**config.mk**
```make
export PLATFORM = sky130hd
export DESIGN_NAME = csma_ca_backoff_retry_engine
export DESIGN_NICKNAME = d
export VERILOG_FILES = /design/src/cbre_pkg.sv /design/src/cbre_front.sv /design/src/cbre_mod.sv /design/src/cbre_back.sv /design/src/csma_ca_backoff_retry_engine.sv
export SDC_FILE = /design/constraint.sdc
export NUM_CORES = 1
export LEC_CHECK = 0
export BUFFER_PORTS_ARGS = -buffer_cell sky130_fd_sc_hd__buf_2
export CORE_UTILIZATION = 40
export DETAILED_ROUTE_END_ITERATION = 7
export SKIP_LAST_GASP = 1
export SYNTH_ARGS = -nofsm -noshare
export SYNTH_HDL_FRONTEND = slang
export SYNTH_SLANG_ARGS = --single-unit
```
**constraint.sdc**
```tcl
create_clock -name aclk -period 5.7 [get_ports aclk]
set_input_delay 1.425 -clock aclk [delete_from_list [all_inputs] [get_ports aclk]]
set_output_delay 1.425 -clock aclk [all_outputs]
set_load 0.01 [all_outputs]
```
**src/cbre_pkg.sv**
```systemverilog
`timescale 1ns / 1ps

package cbre_pkg;

    localparam int RANDOM_WIDTH_DEF = 16;
    localparam int WORD_W           = 16;
    localparam int QUEUE_DEPTH      = 2;
    localparam int SPAN_W           = 16;

    localparam int TDATA_IN_W   = 24;
    localparam int TDATA_OUT_W  = 16;
    localparam int CFG_INDEX_W  = 3;
    localparam int CFG_DATA_W   = 4;

    localparam logic [CFG_INDEX_W-1:0] CFG_MIN_BE   = 3'd0;
    localparam logic [CFG_INDEX_W-1:0] CFG_MAX_BE   = 3'd1;
    localparam logic [CFG_INDEX_W-1:0] CFG_MAX_BO   = 3'd2;
    localparam logic [CFG_INDEX_W-1:0] CFG_SLOTTED  = 3'd3;
    localparam logic [CFG_INDEX_W-1:0] CFG_BATT_EXT = 3'd4;

    localparam logic [3:0] MIN_BE_RESET = 4'd2;
    localparam logic [3:0] MAX_BE_RESET = 4'd5;
    localparam logic [2:0] MAX_BO_RESET = 3'd4;
    localparam logic [3:0] BATT_BE_CAP  = 4'd2;

    localparam logic [7:0] PERIODS_SAT  = 8'd255;

    typedef enum logic [2:0] {
        REQ_START   = 3'd0,
        REQ_EXPIRED = 3'd1,
        REQ_CLEAR   = 3'd2,
        REQ_BUSY    = 3'd3,
        REQ_ACK     = 3'd4,
        REQ_TIMEOUT = 3'd5,
        REQ_UNKNOWN = 3'd6
    } req_kind_t;

    typedef enum logic [2:0] {
        ACT_IGNORED  = 3'd0,
        ACT_WAIT     = 3'd1,
        ACT_CCA      = 3'd2,
        ACT_WAIT_ONE = 3'd3,
        ACT_TX       = 3'd4,
        ACT_SUCCESS  = 3'd5,
        ACT_UNACKED  = 3'd6
    } action_t;

    typedef enum logic [1:0] {
        MODE_IDLE     = 2'd0,
        MODE_BACKOFF  = 2'd1,
        MODE_CCA      = 2'd2,
        MODE_WAIT_ACK = 2'd3
    } mode_t;

    typedef enum logic {
        SEQ_READY = 1'b0,
        SEQ_DRAW  = 1'b1
    } seq_t;

    typedef struct packed {
        req_kind_t   kind;
        logic [2:0]  frame_retries;
        logic        needs_ack;
        logic [WORD_W-1:0] random_word;
    } item_t;

    typedef struct packed {
        action_t     action;
        logic [7:0]  backoff_periods;
        logic [2:0]  retries_left;
        logic [3:0]  backoff_number;
    } result_t;

endpackage

```
**src/cbre_front.sv**
```systemverilog
`timescale 1ns / 1ps

module cbre_front (
    input  logic                aclk,
    input  logic                aresetn,
    input  logic                in_valid,
    output logic                in_ready,
    input  logic [2:0]          req_type,
    input  logic [2:0]          frame_retries,
    input  logic                needs_ack,
    input  logic [cbre_pkg::WORD_W-1:0] random_word,
    output logic                head_valid,
    output cbre_pkg::item_t     head,
    input  logic                pop
);

    localparam int PTR_W = $clog2(cbre_pkg::QUEUE_DEPTH);
    localparam int CNT_W = $clog2(cbre_pkg::QUEUE_DEPTH + 1);

    cbre_pkg::item_t   queue_reg [cbre_pkg::QUEUE_DEPTH];
    logic [PTR_W-1:0]  wr_ptr_reg, wr_ptr_next;
    logic [PTR_W-1:0]  rd_ptr_reg, rd_ptr_next;
    logic [CNT_W-1:0]  count_reg, count_next;
    cbre_pkg::req_kind_t kind;
    logic              push;
    logic              do_pop;

    // classify the request code
    always_comb begin
        case (req_type)
            cbre_pkg::REQ_START, cbre_pkg::REQ_EXPIRED, cbre_pkg::REQ_CLEAR,
            cbre_pkg::REQ_BUSY, cbre_pkg::REQ_ACK, cbre_pkg::REQ_TIMEOUT: begin
                kind = cbre_pkg::req_kind_t'(req_type);
            end
            default: begin
                kind = cbre_pkg::REQ_UNKNOWN;
            end
        endcase
    end

    // no item is taken while reset is held
    assign in_ready   = aresetn && (count_reg != CNT_W'(cbre_pkg::QUEUE_DEPTH));
    assign head_valid = (count_reg != '0);
    assign push       = in_valid && in_ready;
    assign do_pop     = pop && head_valid;
    assign head       = queue_reg[rd_ptr_reg];

    always_comb begin
        wr_ptr_next = wr_ptr_reg;
        rd_ptr_next = rd_ptr_reg;
        count_next  = count_reg;
        if (push) begin
            wr_ptr_next = (wr_ptr_reg == PTR_W'(cbre_pkg::QUEUE_DEPTH - 1)) ? '0
                        : wr_ptr_reg + PTR_W'(1);
        end
        if (do_pop) begin
            rd_ptr_next = (rd_ptr_reg == PTR_W'(cbre_pkg::QUEUE_DEPTH - 1)) ? '0
                        : rd_ptr_reg + PTR_W'(1);
        end
        if (push && !do_pop) begin
            count_next = count_reg + CNT_W'(1);
        end else if (do_pop && !push) begin
            count_next = count_reg - CNT_W'(1);
        end
    end

    always_ff @(posedge aclk) begin
        if (!aresetn) begin
            wr_ptr_reg <= '0;
            rd_ptr_reg <= '0;
            count_reg  <= '0;
        end else begin
            wr_ptr_reg <= wr_ptr_next;
            rd_ptr_reg <= rd_ptr_next;
            count_reg  <= count_next;
        end
    end

    always_ff @(posedge aclk) begin
        if (push) begin
            queue_reg[wr_ptr_reg] <= '{kind: kind, frame_retries: frame_retries,
                                       needs_ack: needs_ack, random_word: random_word};
        end
    end

endmodule

```
**src/cbre_mod.sv**
```systemverilog
`timescale 1ns / 1ps

// remainder of dividend by (2^exp - 1), restoring, two bits per cycle
module cbre_mod #(
    parameter int RANDOM_WIDTH = cbre_pkg::RANDOM_WIDTH_DEF
) (
    input  logic                      aclk,
    input  logic                      aresetn,
    input  logic                      start,
    input  logic [RANDOM_WIDTH-1:0]   dividend,
    input  logic [3:0]                exp_i,
    output logic                      done,
    output logic [cbre_pkg::SPAN_W-2:0] remainder
);

    localparam int STEPS = (RANDOM_WIDTH + 1) / 2;
    localparam int PAD_W = 2 * STEPS;
    localparam int CNT_W = $clog2(STEPS + 1);
    localparam int SW    = cbre_pkg::SPAN_W;

    logic [PAD_W-1:0] dvd_reg, dvd_next;
    logic [SW-2:0]    rem_reg, rem_next;
    logic [SW-1:0]    span_reg, span_next;
    logic [CNT_W-1:0] cnt_reg, cnt_next;
    logic             done_reg, done_next;
    logic [SW-1:0]    t1, t1_r, t2, t2_r;

    always_comb begin
        t1   = {rem_reg, dvd_reg[PAD_W-1]};
        t1_r = (t1 >= span_reg) ? t1 - span_reg : t1;
        t2   = {t1_r[SW-2:0], dvd_reg[PAD_W-2]};
        t2_r = (t2 >= span_reg) ? t2 - span_reg : t2;
    end

    always_comb begin
        dvd_next  = dvd_reg;
        rem_next  = rem_reg;
        span_next = span_reg;
        cnt_next  = cnt_reg;
        done_next = 1'b0;
        if (start) begin
            dvd_next  = PAD_W'(dividend);
            rem_next  = '0;
            span_next = (SW'(1) << exp_i) - SW'(1);
            cnt_next  = CNT_W'(STEPS);
        end else if (cnt_reg != '0) begin
            dvd_next  = {dvd_reg[PAD_W-3:0], 2'b00};
            rem_next  = t2_r[SW-2:0];
            cnt_next  = cnt_reg - CNT_W'(1);
            done_next = (cnt_reg == CNT_W'(1));
        end
    end

    always_ff @(posedge aclk) begin
        if (!aresetn) begin
            cnt_reg  <= '0;
            done_reg <= 1'b0;
        end else begin
            cnt_reg  <= cnt_next;
            done_reg <= done_next;
        end
    end

    always_ff @(posedge aclk) begin
        dvd_reg  <= dvd_next;
        rem_reg  <= rem_next;
        span_reg <= span_next;
    end

    assign done      = done_reg;
    assign remainder = rem_reg;

endmodule

```
**src/cbre_back.sv**
```systemverilog
`timescale 1ns / 1ps

module cbre_back #(
    parameter int RANDOM_WIDTH = cbre_pkg::RANDOM_WIDTH_DEF
) (
    input  logic                              aclk,
    input  logic                              aresetn,
    input  logic                              cfg_valid,
    output logic                              cfg_ready,
    input  logic [cbre_pkg::CFG_INDEX_W-1:0]  cfg_index,
    input  logic [cbre_pkg::CFG_DATA_W-1:0]   cfg_data,
    input  logic                              head_valid,
    input  cbre_pkg::item_t                   head,
    output logic                              pop,
    output logic                              res_valid,
    input  logic                              res_ready,
    output cbre_pkg::result_t                 res
);

    // configuration
    logic [3:0] min_be_reg, max_be_reg;
    logic [2:0] max_bo_reg;
    logic       slotted_reg, batt_ext_reg;

    // protocol state
    cbre_pkg::mode_t mode_reg, mode_next;
    logic [3:0] busy_reg, busy_next;
    logic [1:0] window_reg, window_next;
    logic [3:0] be_reg, be_next;
    logic [2:0] attempts_reg, attempts_next;
    logic       ack_reg, ack_next;

    cbre_pkg::seq_t  seq_reg, seq_next;
    logic            out_valid_reg, out_valid_next;
    cbre_pkg::result_t out_reg, out_next;

    cbre_pkg::action_t act;
    logic [7:0]  fixed_periods;
    logic        want_draw;
    logic        draw_now;
    logic        out_free;
    logic        div_start;
    logic        div_done;
    logic [cbre_pkg::SPAN_W-2:0] div_rem;
    logic [cbre_pkg::SPAN_W-1:0] draw_len;
    logic [7:0]  draw_sat;
    logic [1:0]  fresh_window;
    logic [3:0]  open_be;
    logic [4:0]  be_inc;

    // writes are taken only out of reset
    assign cfg_ready = aresetn;

    always_ff @(posedge aclk) begin
        if (!aresetn) begin
            min_be_reg   <= cbre_pkg::MIN_BE_RESET;
            max_be_reg   <= cbre_pkg::MAX_BE_RESET;
            max_bo_reg   <= cbre_pkg::MAX_BO_RESET;
            slotted_reg  <= 1'b0;
            batt_ext_reg <= 1'b0;
        end else if (cfg_valid) begin
            case (cfg_index)
                cbre_pkg::CFG_MIN_BE:   min_be_reg   <= cfg_data[3:0];
                cbre_pkg::CFG_MAX_BE:   max_be_reg   <= cfg_data[3:0];
                cbre_pkg::CFG_MAX_BO:   max_bo_reg   <= cfg_data[2:0];
                cbre_pkg::CFG_SLOTTED:  slotted_reg  <= cfg_data[0];
                cbre_pkg::CFG_BATT_EXT: batt_ext_reg <= cfg_data[0];
                default: ;
            endcase
        end
    end

    assign fresh_window = slotted_reg ? 2'd2 : 2'd1;
    assign open_be = (batt_ext_reg && (min_be_reg > cbre_pkg::BATT_BE_CAP))
                   ? cbre_pkg::BATT_BE_CAP : min_be_reg;
    assign be_inc  = {1'b0, be_reg} + 5'd1;

    // one protocol step for the item at the head of the queue
    always_comb begin
        mode_next     = mode_reg;
        busy_next     = busy_reg;
        window_next   = window_reg;
        be_next       = be_reg;
        attempts_next = attempts_reg;
        ack_next      = ack_reg;
        act           = cbre_pkg::ACT_IGNORED;
        fixed_periods = 8'd0;
        want_draw     = 1'b0;
        case (head.kind)
            cbre_pkg::REQ_START: begin
                if (mode_reg == cbre_pkg::MODE_IDLE) begin
                    attempts_next = head.frame_retries;
                    ack_next      = head.needs_ack;
                    mode_next     = cbre_pkg::MODE_BACKOFF;
                    busy_next     = 4'd0;
                    window_next   = fresh_window;
                    be_next       = open_be;
                    want_draw     = 1'b1;
                    act           = cbre_pkg::ACT_WAIT;
                end
            end
            cbre_pkg::REQ_EXPIRED: begin
                if (mode_reg == cbre_pkg::MODE_BACKOFF) begin
                    mode_next = cbre_pkg::MODE_CCA;
                    act       = cbre_pkg::ACT_CCA;
                end
            end
            cbre_pkg::REQ_CLEAR: begin
                if (mode_reg == cbre_pkg::MODE_CCA) begin
                    window_next = window_reg - 2'd1;
                    if (window_next != 2'd0) begin
                        mode_next     = cbre_pkg::MODE_BACKOFF;
                        fixed_periods = 8'd1;
                        act           = cbre_pkg::ACT_WAIT_ONE;
                    end else begin
                        if (attempts_reg != 3'd0) begin
                            attempts_next = attempts_reg - 3'd1;
                        end
                        mode_next = ack_reg ? cbre_pkg::MODE_WAIT_ACK : cbre_pkg::MODE_IDLE;
                        act       = cbre_pkg::ACT_TX;
                    end
                end
            end
            cbre_pkg::REQ_BUSY: begin
                if (mode_reg == cbre_pkg::MODE_CCA) begin
                    window_next = fresh_window;
                    busy_next   = busy_reg + 4'd1;
                    be_next     = (be_inc > {1'b0, max_be_reg}) ? max_be_reg : be_inc[3:0];
                    if ({1'b0, busy_next} > {2'b00, max_bo_reg}) begin
                        if (attempts_reg != 3'd0) begin
                            attempts_next = attempts_reg - 3'd1;
                        end
                        if (attempts_next == 3'd0) begin
                            mode_next = cbre_pkg::MODE_IDLE;
                            act       = cbre_pkg::ACT_UNACKED;
                        end else begin
                            mode_next   = cbre_pkg::MODE_BACKOFF;
                            busy_next   = 4'd0;
                            window_next = fresh_window;
                            be_next     = open_be;
                            want_draw   = 1'b1;
                            act         = cbre_pkg::ACT_WAIT;
                        end
                    end else begin
                        mode_next = cbre_pkg::MODE_BACKOFF;
                        want_draw = 1'b1;
                        act       = cbre_pkg::ACT_WAIT;
                    end
                end
            end
            cbre_pkg::REQ_ACK: begin
                if (mode_reg == cbre_pkg::MODE_WAIT_ACK) begin
                    mode_next = cbre_pkg::MODE_IDLE;
                    act       = cbre_pkg::ACT_SUCCESS;
                end
            end
            cbre_pkg::REQ_TIMEOUT: begin
                if (mode_reg == cbre_pkg::MODE_WAIT_ACK) begin
                    if (attempts_reg == 3'd0) begin
                        mode_next = cbre_pkg::MODE_IDLE;
                        act       = cbre_pkg::ACT_UNACKED;
                    end else begin
                        mode_next   = cbre_pkg::MODE_BACKOFF;
                        busy_next   = 4'd0;
                        window_next = fresh_window;
                        be_next     = open_be;
                        want_draw   = 1'b1;
                        act         = cbre_pkg::ACT_WAIT;
                    end
                end
            end
            default: ;
        endcase
    end

    // exponent zero gives an empty range and a length of zero
    assign draw_now = want_draw && (be_next != 4'd0);
    assign out_free = !out_valid_reg || res_ready;

    // sequencer next state
    always_comb begin
        seq_next = seq_reg;
        case (seq_reg)
            cbre_pkg::SEQ_READY: if (div_start) seq_next = cbre_pkg::SEQ_DRAW;
            cbre_pkg::SEQ_DRAW:  if (div_done)  seq_next = cbre_pkg::SEQ_READY;
            default:             seq_next = cbre_pkg::SEQ_READY;
        endcase
    end

    // sequencer outputs
    always_comb begin
        pop       = 1'b0;
        div_start = 1'b0;
        case (seq_reg)
            cbre_pkg::SEQ_READY: begin
                pop       = head_valid && out_free;
                div_start = head_valid && out_free && draw_now;
            end
            default: ;
        endcase
    end

    assign draw_len = {1'b0, div_rem} + cbre_pkg::SPAN_W'(1);
    assign draw_sat = (draw_len > cbre_pkg::SPAN_W'(cbre_pkg::PERIODS_SAT))
                    ? cbre_pkg::PERIODS_SAT : draw_len[7:0];

    always_comb begin
        out_valid_next = out_valid_reg && !res_ready;
        out_next       = out_reg;
        if (pop) begin
            out_next.action          = act;
            out_next.backoff_periods = fixed_periods;
            out_next.retries_left    = attempts_next;
            out_next.backoff_number  = busy_next;
            if (!draw_now) begin
                out_valid_next = 1'b1;
            end
        end
        if (div_done) begin
            out_next.backoff_periods = draw_sat;
            out_valid_next           = 1'b1;
        end
    end

    always_ff @(posedge aclk) begin
        if (!aresetn) begin
            mode_reg      <= cbre_pkg::MODE_IDLE;
            busy_reg      <= 4'd0;
            window_reg    <= 2'd0;
            be_reg        <= 4'd0;
            attempts_reg  <= 3'd0;
            ack_reg       <= 1'b0;
            seq_reg       <= cbre_pkg::SEQ_READY;
            out_valid_reg <= 1'b0;
        end else begin
            if (pop) begin
                mode_reg     <= mode_next;
                busy_reg     <= busy_next;
                window_reg   <= window_next;
                be_reg       <= be_next;
                attempts_reg <= attempts_next;
                ack_reg      <= ack_next;
            end
            seq_reg       <= seq_next;
            out_valid_reg <= out_valid_next;
        end
    end

    always_ff @(posedge aclk) begin
        out_reg <= out_next;
    end

    cbre_mod #(
        .RANDOM_WIDTH(RANDOM_WIDTH)
    ) u_mod (
        .aclk      (aclk),
        .aresetn   (aresetn),
        .start     (div_start),
        .dividend  (RANDOM_WIDTH'(head.random_word)),
        .exp_i     (be_next),
        .done      (div_done),
        .remainder (div_rem)
    );

    assign res_valid = out_valid_reg;
    assign res       = out_reg;

endmodule

```
**src/csma_ca_backoff_retry_engine.sv**
```systemverilog
`timescale 1ns / 1ps

// channel   dir  handshake                      payload
// s_axis    in   s_axis_tvalid / s_axis_tready  tuser: req_type; tdata: retries, ack, random
// m_axis    out  m_axis_tvalid / m_axis_tready  tuser: action; tdata: periods, retries, busy
// cfg       in   cfg_valid / cfg_ready          cfg_index, cfg_data
//
// an item waits in the two-entry input queue, then passes through the protocol step;
// items that draw a backoff length also pass through the remainder unit, and the next
// item is not taken from the queue until that length is out.
// the input queue keeps accepting while a result waits on m_axis_tready, until it is full.
// reset is synchronous on aresetn low: engine idle, registers at their defaults.
module csma_ca_backoff_retry_engine #(
    parameter int RANDOM_WIDTH = cbre_pkg::RANDOM_WIDTH_DEF
) (
    input  logic                                aclk,
    input  logic                                aresetn,
    input  logic                                s_axis_tvalid,
    output logic                                s_axis_tready,
    // [2:0] frame_retries, [3] needs_ack, [19:4] random_word, [23:20] zero
    input  logic [cbre_pkg::TDATA_IN_W-1:0]     s_axis_tdata,
    // [2:0] req_type
    input  logic [2:0]                          s_axis_tuser,
    output logic                                m_axis_tvalid,
    input  logic                                m_axis_tready,
    // [7:0] backoff_periods, [10:8] retries_left, [14:11] backoff_number, [15] zero
    output logic [cbre_pkg::TDATA_OUT_W-1:0]    m_axis_tdata,
    // [2:0] action
    output logic [2:0]                          m_axis_tuser,
    input  logic                                cfg_valid,
    output logic                                cfg_ready,
    input  logic [cbre_pkg::CFG_INDEX_W-1:0]    cfg_index,
    input  logic [cbre_pkg::CFG_DATA_W-1:0]     cfg_data
);

    logic              head_valid;
    cbre_pkg::item_t   head;
    logic              pop;
    cbre_pkg::result_t res;

    cbre_front u_front (
        .aclk          (aclk),
        .aresetn       (aresetn),
        .in_valid      (s_axis_tvalid),
        .in_ready      (s_axis_tready),
        .req_type      (s_axis_tuser),
        .frame_retries (s_axis_tdata[2:0]),
        .needs_ack     (s_axis_tdata[3]),
        .random_word   (s_axis_tdata[19:4]),
        .head_valid    (head_valid),
        .head          (head),
        .pop           (pop)
    );

    cbre_back #(
        .RANDOM_WIDTH(RANDOM_WIDTH)
    ) u_back (
        .aclk       (aclk),
        .aresetn    (aresetn),
        .cfg_valid  (cfg_valid),
        .cfg_ready  (cfg_ready),
        .cfg_index  (cfg_index),
        .cfg_data   (cfg_data),
        .head_valid (head_valid),
        .head       (head),
        .pop        (pop),
        .res_valid  (m_axis_tvalid),
        .res_ready  (m_axis_tready),
        .res        (res)
    );

    assign m_axis_tuser = res.action;
    assign m_axis_tdata = {1'b0, res.backoff_number, res.retries_left, res.backoff_periods};

endmodule

```
==> results of run 1 <==
metrics by stage:
stage	power [µW]	utilization [%]	cell area, µm²	worst slack, ns
after global routing	7165	46.47	10200	0.2634
after CTS	6637	46.47	10200	0.6655
after global placement	5430	43.71	9598	0.7553
after detailed placement	5459	43.71	9598	0.6845
after floorplan	4586	-	9035	1.190
final	6617	46.47	10200	0.7005
worst reg2reg max path, cell delays in order (launching register included):
cell and delay [ns]:
edfxtp_1 0.43, inv_1 0.08, ha_1 0.16, inv_1 0.06, fa_1 0.40, nand3_1 0.10
a21oi_1 0.11, o31ai_1 0.31, nand3_1 0.17, nand2_1 0.16, buf_4 0.28, mux2_2 0.39
ha_1 0.35, and4_1 0.18, a221o_1 0.34, a211o_1 0.37, a211oi_2 0.26, nor2_1 0.10
buf_4 0.20, and3_1 0.16, nor3_1 0.19, nor3_1 0.07
final timing paths:
path	start	endpoint	slack, ns	depth (start not counted)
worst max-delay path	u_back.u_mod.dvd_reg[15]$_DFFE_PP_	u_back.u_mod.remainder[3]$_SDFFE_PP0N_	0.70	21
worst min-delay path	u_back.window_reg[1]$_SDFFE_PN0P_	u_back.window_reg[1]$_SDFFE_PN0P_	0.47	2
worst max register to register	u_back.u_mod.dvd_reg[15]$_DFFE_PP_	u_back.u_mod.remainder[3]$_SDFFE_PP0N_	0.70	21
worst min register to register	u_back.window_reg[1]$_SDFFE_PN0P_	u_back.window_reg[1]$_SDFFE_PN0P_	0.47	2
routing by layer:
layer | vias to the layer above | routed length [µm]
met5 | - | 0
met4 | 0 | 408
met3 | 23 | 902
met2 | 155 | 9343
met1 | 3239 | 9717
li1 | 3509 | -
cell families after synthesis:
group	after synthesis	share of synthesized area, %
AND/OR/NAND/NOR	303	16.78
AO/OA/AOI/OAI	245	18.20
adder cells (fa/ha/maj)	52	7.370
multiplexers	46	5.403
XOR/XNOR	39	3.782
other	1	0.04152
flip-flops	152	44.33
buffers and inverters	87	4.087
area by class of cell:
class | count | area, µm² | share of cell area [%]
Clock buffer | 17 | 425.4 | 4.169
Clock inverter | 15 | 181.4 | 1.778
Inverter | 51 | 191.4 | 1.876
Multi-Input combinational cell | 687 | 4678 | 45.84
Sequential cell | 152 | 4005 | 39.25
Tap cell | 280 | 350.3 | 3.433
Timing Repair Buffer | 68 | 372.9 | 3.654
power groups by stage:
stage | logic (µW) | registers, µW | clock network [µW]
final | 3620 | 1840 | 1150
after CTS | 3610 | 1850 | 1180
after detailed placement | 3590 | 1870 | 0
after global routing | 4060 | 1890 | 1220
after global placement | 3570 | 1860 | 0
after floorplan | 2820 | 1760 | 0
placed cells by master, fill, tap and decap left out, drive strengths merged, types with 19 or more instances in the layout:
cell type / instances
mux2i: 37
o21ai: 50
edfxtp: 96
dfxtp: 56
a211oi: 30
inv: 58
a21oi: 74
nor3: 22
nand3: 19
buf: 68
nor2: 100
ha: 50
nand2: 74
xor2: 21
==> run summary, run 1 <==
Status = complete, but fails checks
Failing checks = design-rule violations
CP peak stage delay = 0.43 ns
Placer Congestion = 0.8980
Number of antenna diodes = 0
H-tree Lvls = 4
Residual DRC = 2
Mapped Cells = 925
Syn Area/Cell = 9.763 µm²
WS Path Type = reg -> reg
Max-slew violation count = 0
Largest net degree at the start of global routing = 65
Post-route insts no fill = 1270
Latest clock arrival within the worst-skew pair = 0.43 ns
Total gr overflow = 0
Die area = 23180 µm²
Critical path's top delay family = compound AO/OA/AOI/OAI gates
Crit end category = register
Largest register FFs = 46
Mapped Area = 9031 µm²
CTS resizes = 0
CP max-delay cell = edfxtp_1
Layout cell share with drive strength beyond 1 = 14.14%
Area leader, netlist = edfxtp_1
Clk sinks = 152
CTS tree = built
Max-cap viol count = 0
Tcrit/Tclk final = 87.71%
Pleak = 0.003962 µW
Vert. Die Dim = 152.3 µm
Die width = 152.3 µm
Setup-failing EPs final = 0
Reg clk slew, reported paths = 0.07 ns
Synth warn = 0
Crit path required time = 5.98 ns
RSZ-0062 raised after global routing = no
Initial antenna violation count = 0
Power per Cell Area = 648.4 nW/µm²
Synth Flop Type = edfxtp_1
Cell count after placement = 1238
Detailed placer's ending HPWL = 14660 µm
HP Class = reg -> reg
Gr usage total = 17.98%
CP cell instances = inv_1 -> ha_1 -> inv_1 -> fa_1 -> nand3_1 -> a21oi_1 -> o31ai_1 -> nand3_1 -> nand2_1 -> buf_4 -> mux2_2 -> ha_1 -> and4_1 -> a221o_1 -> a211o_1 -> a211oi_2 -> nor2_1 -> buf_4 -> and3_1 -> nor3_1 -> nor3_1
Cell Int Power = 3706 µW
# rows = 54
Crit-path max FO = 23
Crit path arrival time = 5.28 ns
Commonest cells post-synth = nor2_1, edfxtp_1, nand2_1
Met1 GRT Util = 23.88%
Worst hold slack = 0.4741 ns
Drt pass-1 iters = 7
Switching part of the total power = 43.98%
GR Layer Usage met3 = 3.356%
Synth unique cells = 92
Antenna Violating Nets Remaining = 0
Cell with the most instances after synthesis = nor2_1
Net Switching = 2910 µW
Seq pwr share = 27.9%
Clk root buf = clkbuf_16
Combinational share of power = 54.7%
Top-area cell type share of the netlist area = 31.92%
# fillers = 2048
Number of synthesized flops with an enable pin = 96
Max Fclk = 200.0 MHz
Final hold violations = 0
Top-level I/O count = 61
Hold_buf cts = 0
Vias in the first global route = 6493
GRT met2 Usage = 28.88%
Final wirelength = 20370 µm
Clock Path Buffers = 2
Max-slew headroom = 28.48%
Synth top area cells = edfxtp_1, dfxtp_1, ha_1, nor2_1, a21oi_1
Gr busiest metal = met2
Fin nets = 1068
Vias = 6926
Initial DRC count = 385
Worst slew pin tran = 1.058 ns
DR WL/cell = 16.04 µm
Final clock skew = 0.01269 ns
Initial Utilization = 41.13%
Yosys reg bits = 152
Setup crit start kind = register
I/O Buffers = 55
Final setup TNS = 0 ns
Minimum clock period = 5.000 ns
Area delta synth->final = 13.00%
Worst vdd ir = 0.3711 mV
Worst Path Buf+Inv = 4
Register area share after synthesis = 44.33%
Clock power frac = 17.4%
Synth async-reset ratio = 0%
Num CTS Buffers = 17
Core ar. = 21960 µm²
Drt via density = 5.454
First-pass GRT wire length = 33100 µm
Postcts setup bufs = 0
Note: power is estimated with default switching activity, not from simulation.
==> run 2: changes to the inputs <==
--- a/config.mk
+++ b/config.mk
@@ -6,7 +6,7 @@
 export NUM_CORES = 1
 export LEC_CHECK = 0
 export BUFFER_PORTS_ARGS = -buffer_cell sky130_fd_sc_hd__buf_2
-export CORE_UTILIZATION = 40
+export CORE_UTILIZATION = 45
 export DETAILED_ROUTE_END_ITERATION = 7
 export SKIP_LAST_GASP = 1
 export SYNTH_ARGS = -nofsm -noshare
==> run 2 against run 1 <==
Net effect:
- the run now ends clean
- non-clock buffer count unchanged
- maximum frequency decreased by 4.4%
- hold slack worse by 0.00080 ns
- via count increased by 0.27%
- combinational power is 1% lower
- power down 1.5%
- die area down 11%
- highest routed layer unchanged
==> run summary, run 2 (synthesis gave the netlist of run 1 again) <==
Uppermost layer routed = met4
DR WL/cell = 15.70 µm (-2.2%)
Seq pwr share = 28.1% (+0.2 points)
Clock Path Buffers = 2 (unchanged)
Residual DRC = 0 (-2)
Most common cell after layout, fill and taps aside = nor2_1
Setup crit start kind = register
H-tree Lvls = 4 (unchanged)
Status = complete, no violations
Max Fclk = 191.2 MHz (-4.4%)
First-pass GRT wire length = 32230 µm (-2.6%)
WL met3 = 751 µm (-17%)
Switching part of the total power = 43.85% (-0.13 points)
Initial antenna violation count = 0 (unchanged)
Gr usage total = 20.33% (+2.3 points)
Hold_buf cts = 0 (unchanged)
Final setup TNS = 0 ns (unchanged)
WS Path Type = reg -> reg
HP Class = reg -> reg
Latest clock arrival within the worst-skew pair = 0.43 ns (about the same)
Final wirelength = 19700 µm (-3.3%)
Pleak = 0.003949 µW (-0.32%)
Combinational share of power = 54.7% (about the same)
Clock power frac = 17.2% (-0.2 points)
Area delta synth->final = 12.80%
Max-slew violation count = 0 (unchanged)
# fillers = 1827 (-11%)
Largest net degree at the start of global routing = 35 (-46%)
# rows = 51 (-5.6%)
Core ar. = 19590 µm² (-11%)
Worst slew pin tran = 1.117 ns (+0.05934 ns)
Vias in the first global route = 6292 (-3.1%)
Commonest non-fill, non-tap cells in the layout = nor2_1, edfxtp_1, nand2_1
Reg clk slew, reported paths = 0.07 ns (about the same)
Metal2 WL = 8975 µm (-3.9%)
Die area = 20640 µm² (-11%)
Cell count after placement = 1223 (-1.2%)
Drt via density = 5.534 (+1.5%)
Die width = 143.7 µm (-5.6%)
WL met1 = 9729 µm (+0.12%)
Top-level I/O count = 61 (unchanged)
Placer Congestion = 0.8658 (-3.6%)
Post-route insts no fill = 1255 (-1.2%)
Minimum clock period = 5.230 ns (+0.2303 ns)
Max-cap viol count = 0 (unchanged)
Final clock skew = 0.01354 ns (+0.0008436 ns)
Power per Cell Area = 639.8 nW/µm² (-1.3%)
Final hold violations = 0 (unchanged)
Setup-failing EPs final = 0 (unchanged)
I/O Buffers = 55 (unchanged)
Initial DRC count = 379 (-1.6%)
Num CTS Buffers = 17 (unchanged)
Crit path required time = 5.98 ns (about the same)
Total power = 6517 µW (-1.5%)
Largest register FFs = 46 (unchanged)
Detailed placer's ending HPWL = 14460 µm (-1.4%)
Layout cell share with drive strength beyond 1 = 14.14% (unchanged)
CTS tree = built
Crit end category = register
Initial Utilization = 46.10% (+5.0 points)
Total gr overflow = 0 (unchanged)
Vert. Die Dim = 143.7 µm (-5.6%)
Vias = 6945 (+0.27%)
CTS resizes = 0 (unchanged)
Worst vdd ir = 0.2846 mV (-23%)
Fin nets = 1068 (unchanged)
Clk sinks = 152 (unchanged)
Postcts setup bufs = 0 (unchanged)
Antenna Violating Nets Remaining = 0 (unchanged)
Number of antenna diodes = 0 (unchanged)
Tcrit/Tclk final = 91.75% (+4.0 points)
Net Switching = 2858 µW (-1.8%)
Cell Int Power = 3660 µW (-1.3%)
Drt pass-1 iters = 4 (-3)
Clk root buf = clkbuf_16
Crit path arrival time = 5.51 ns (+0.23 ns)
RSZ-0062 raised after global routing = no
Max-slew headroom = 24.50% (-4.0 points)
Worst hold slack = 0.4733 ns (-0.0007960 ns)
Crit-path max FO = 20 (-13%)
Post-layout util = 52.00% (+5.5 points)
==> run 2: metal layers <==
layer,vias up,track usage [%]
met2,157,32.75
met5,-,0
li1,3533,-
met4,0,5.935
met1,3236,27.72
met3,19,3.799
==> run 2: area by class of cell <==
cell class	instances	area, µm²	area share, %
Clock buffer	17	425.4	4.176
Clock inverter	15	170.2	1.670
Inverter	51	191.4	1.879
Multi-Input combinational cell	687	4678	45.92
Sequential cell	152	4005	39.31
Tap cell	265	331.6	3.255
Timing Repair Buffer	68	385.4	3.783
==> run 2: path summary, 6_finish.rpt <==
check,cells after the start,slack [ns],to,start
min,2,0.47,u_back.window_reg[1]$_SDFFE_PN0P_,u_back.window_reg[1]$_SDFFE_PN0P_
max,21,0.47,u_back.u_mod.remainder[3]$_SDFFE_PP0N_,u_back.u_mod.dvd_reg[15]$_DFFE_PP_
max reg2reg,21,0.47,u_back.u_mod.remainder[3]$_SDFFE_PP0N_,u_back.u_mod.dvd_reg[15]$_DFFE_PP_
min reg2reg,2,0.47,u_back.window_reg[1]$_SDFFE_PN0P_,u_back.window_reg[1]$_SDFFE_PN0P_
==> run 2: worst max-delay path, stage by stage, from the launching register on <==
cell	delay [ns]
edfxtp_1	0.43
inv_1	0.08
ha_1	0.18
inv_1	0.06
fa_1	0.41
nand3_1	0.11
a21oi_1	0.10
o31ai_1	0.39
nand3_1	0.18
nand2_1	0.20
mux2_2	0.38
ha_1	0.32
nor2b_1	0.15
or2_2	0.30
a221o_1	0.38
a211o_1	0.36
a211oi_2	0.27
nor2_1	0.17
buf_4	0.24
and3_1	0.16
nor3_1	0.14
nor3_1	0.06
==> run 2: power by group through the flow <==
stage / clock network [µW] / registers, µW / logic (µW)
floorplan: 0 / 1760 / 2820
global placement: 0 / 1860 / 3510
detailed placement: 0 / 1860 / 3530
CTS: 1150 / 1840 / 3540
global route: 1180 / 1880 / 3990
finish: 1120 / 1830 / 3570
==> run 2: stage by stage <==
stage	setup WS (ns)	cell area, µm²
6_report	0.4702	10190
4_1_cts	0.4712	10190
5_1_grt	0.1028	10190
3_5_place_dp	0.4956	9592
3_3_place_gp	0.5291	9592
2_1_floorplan	1.190	9035
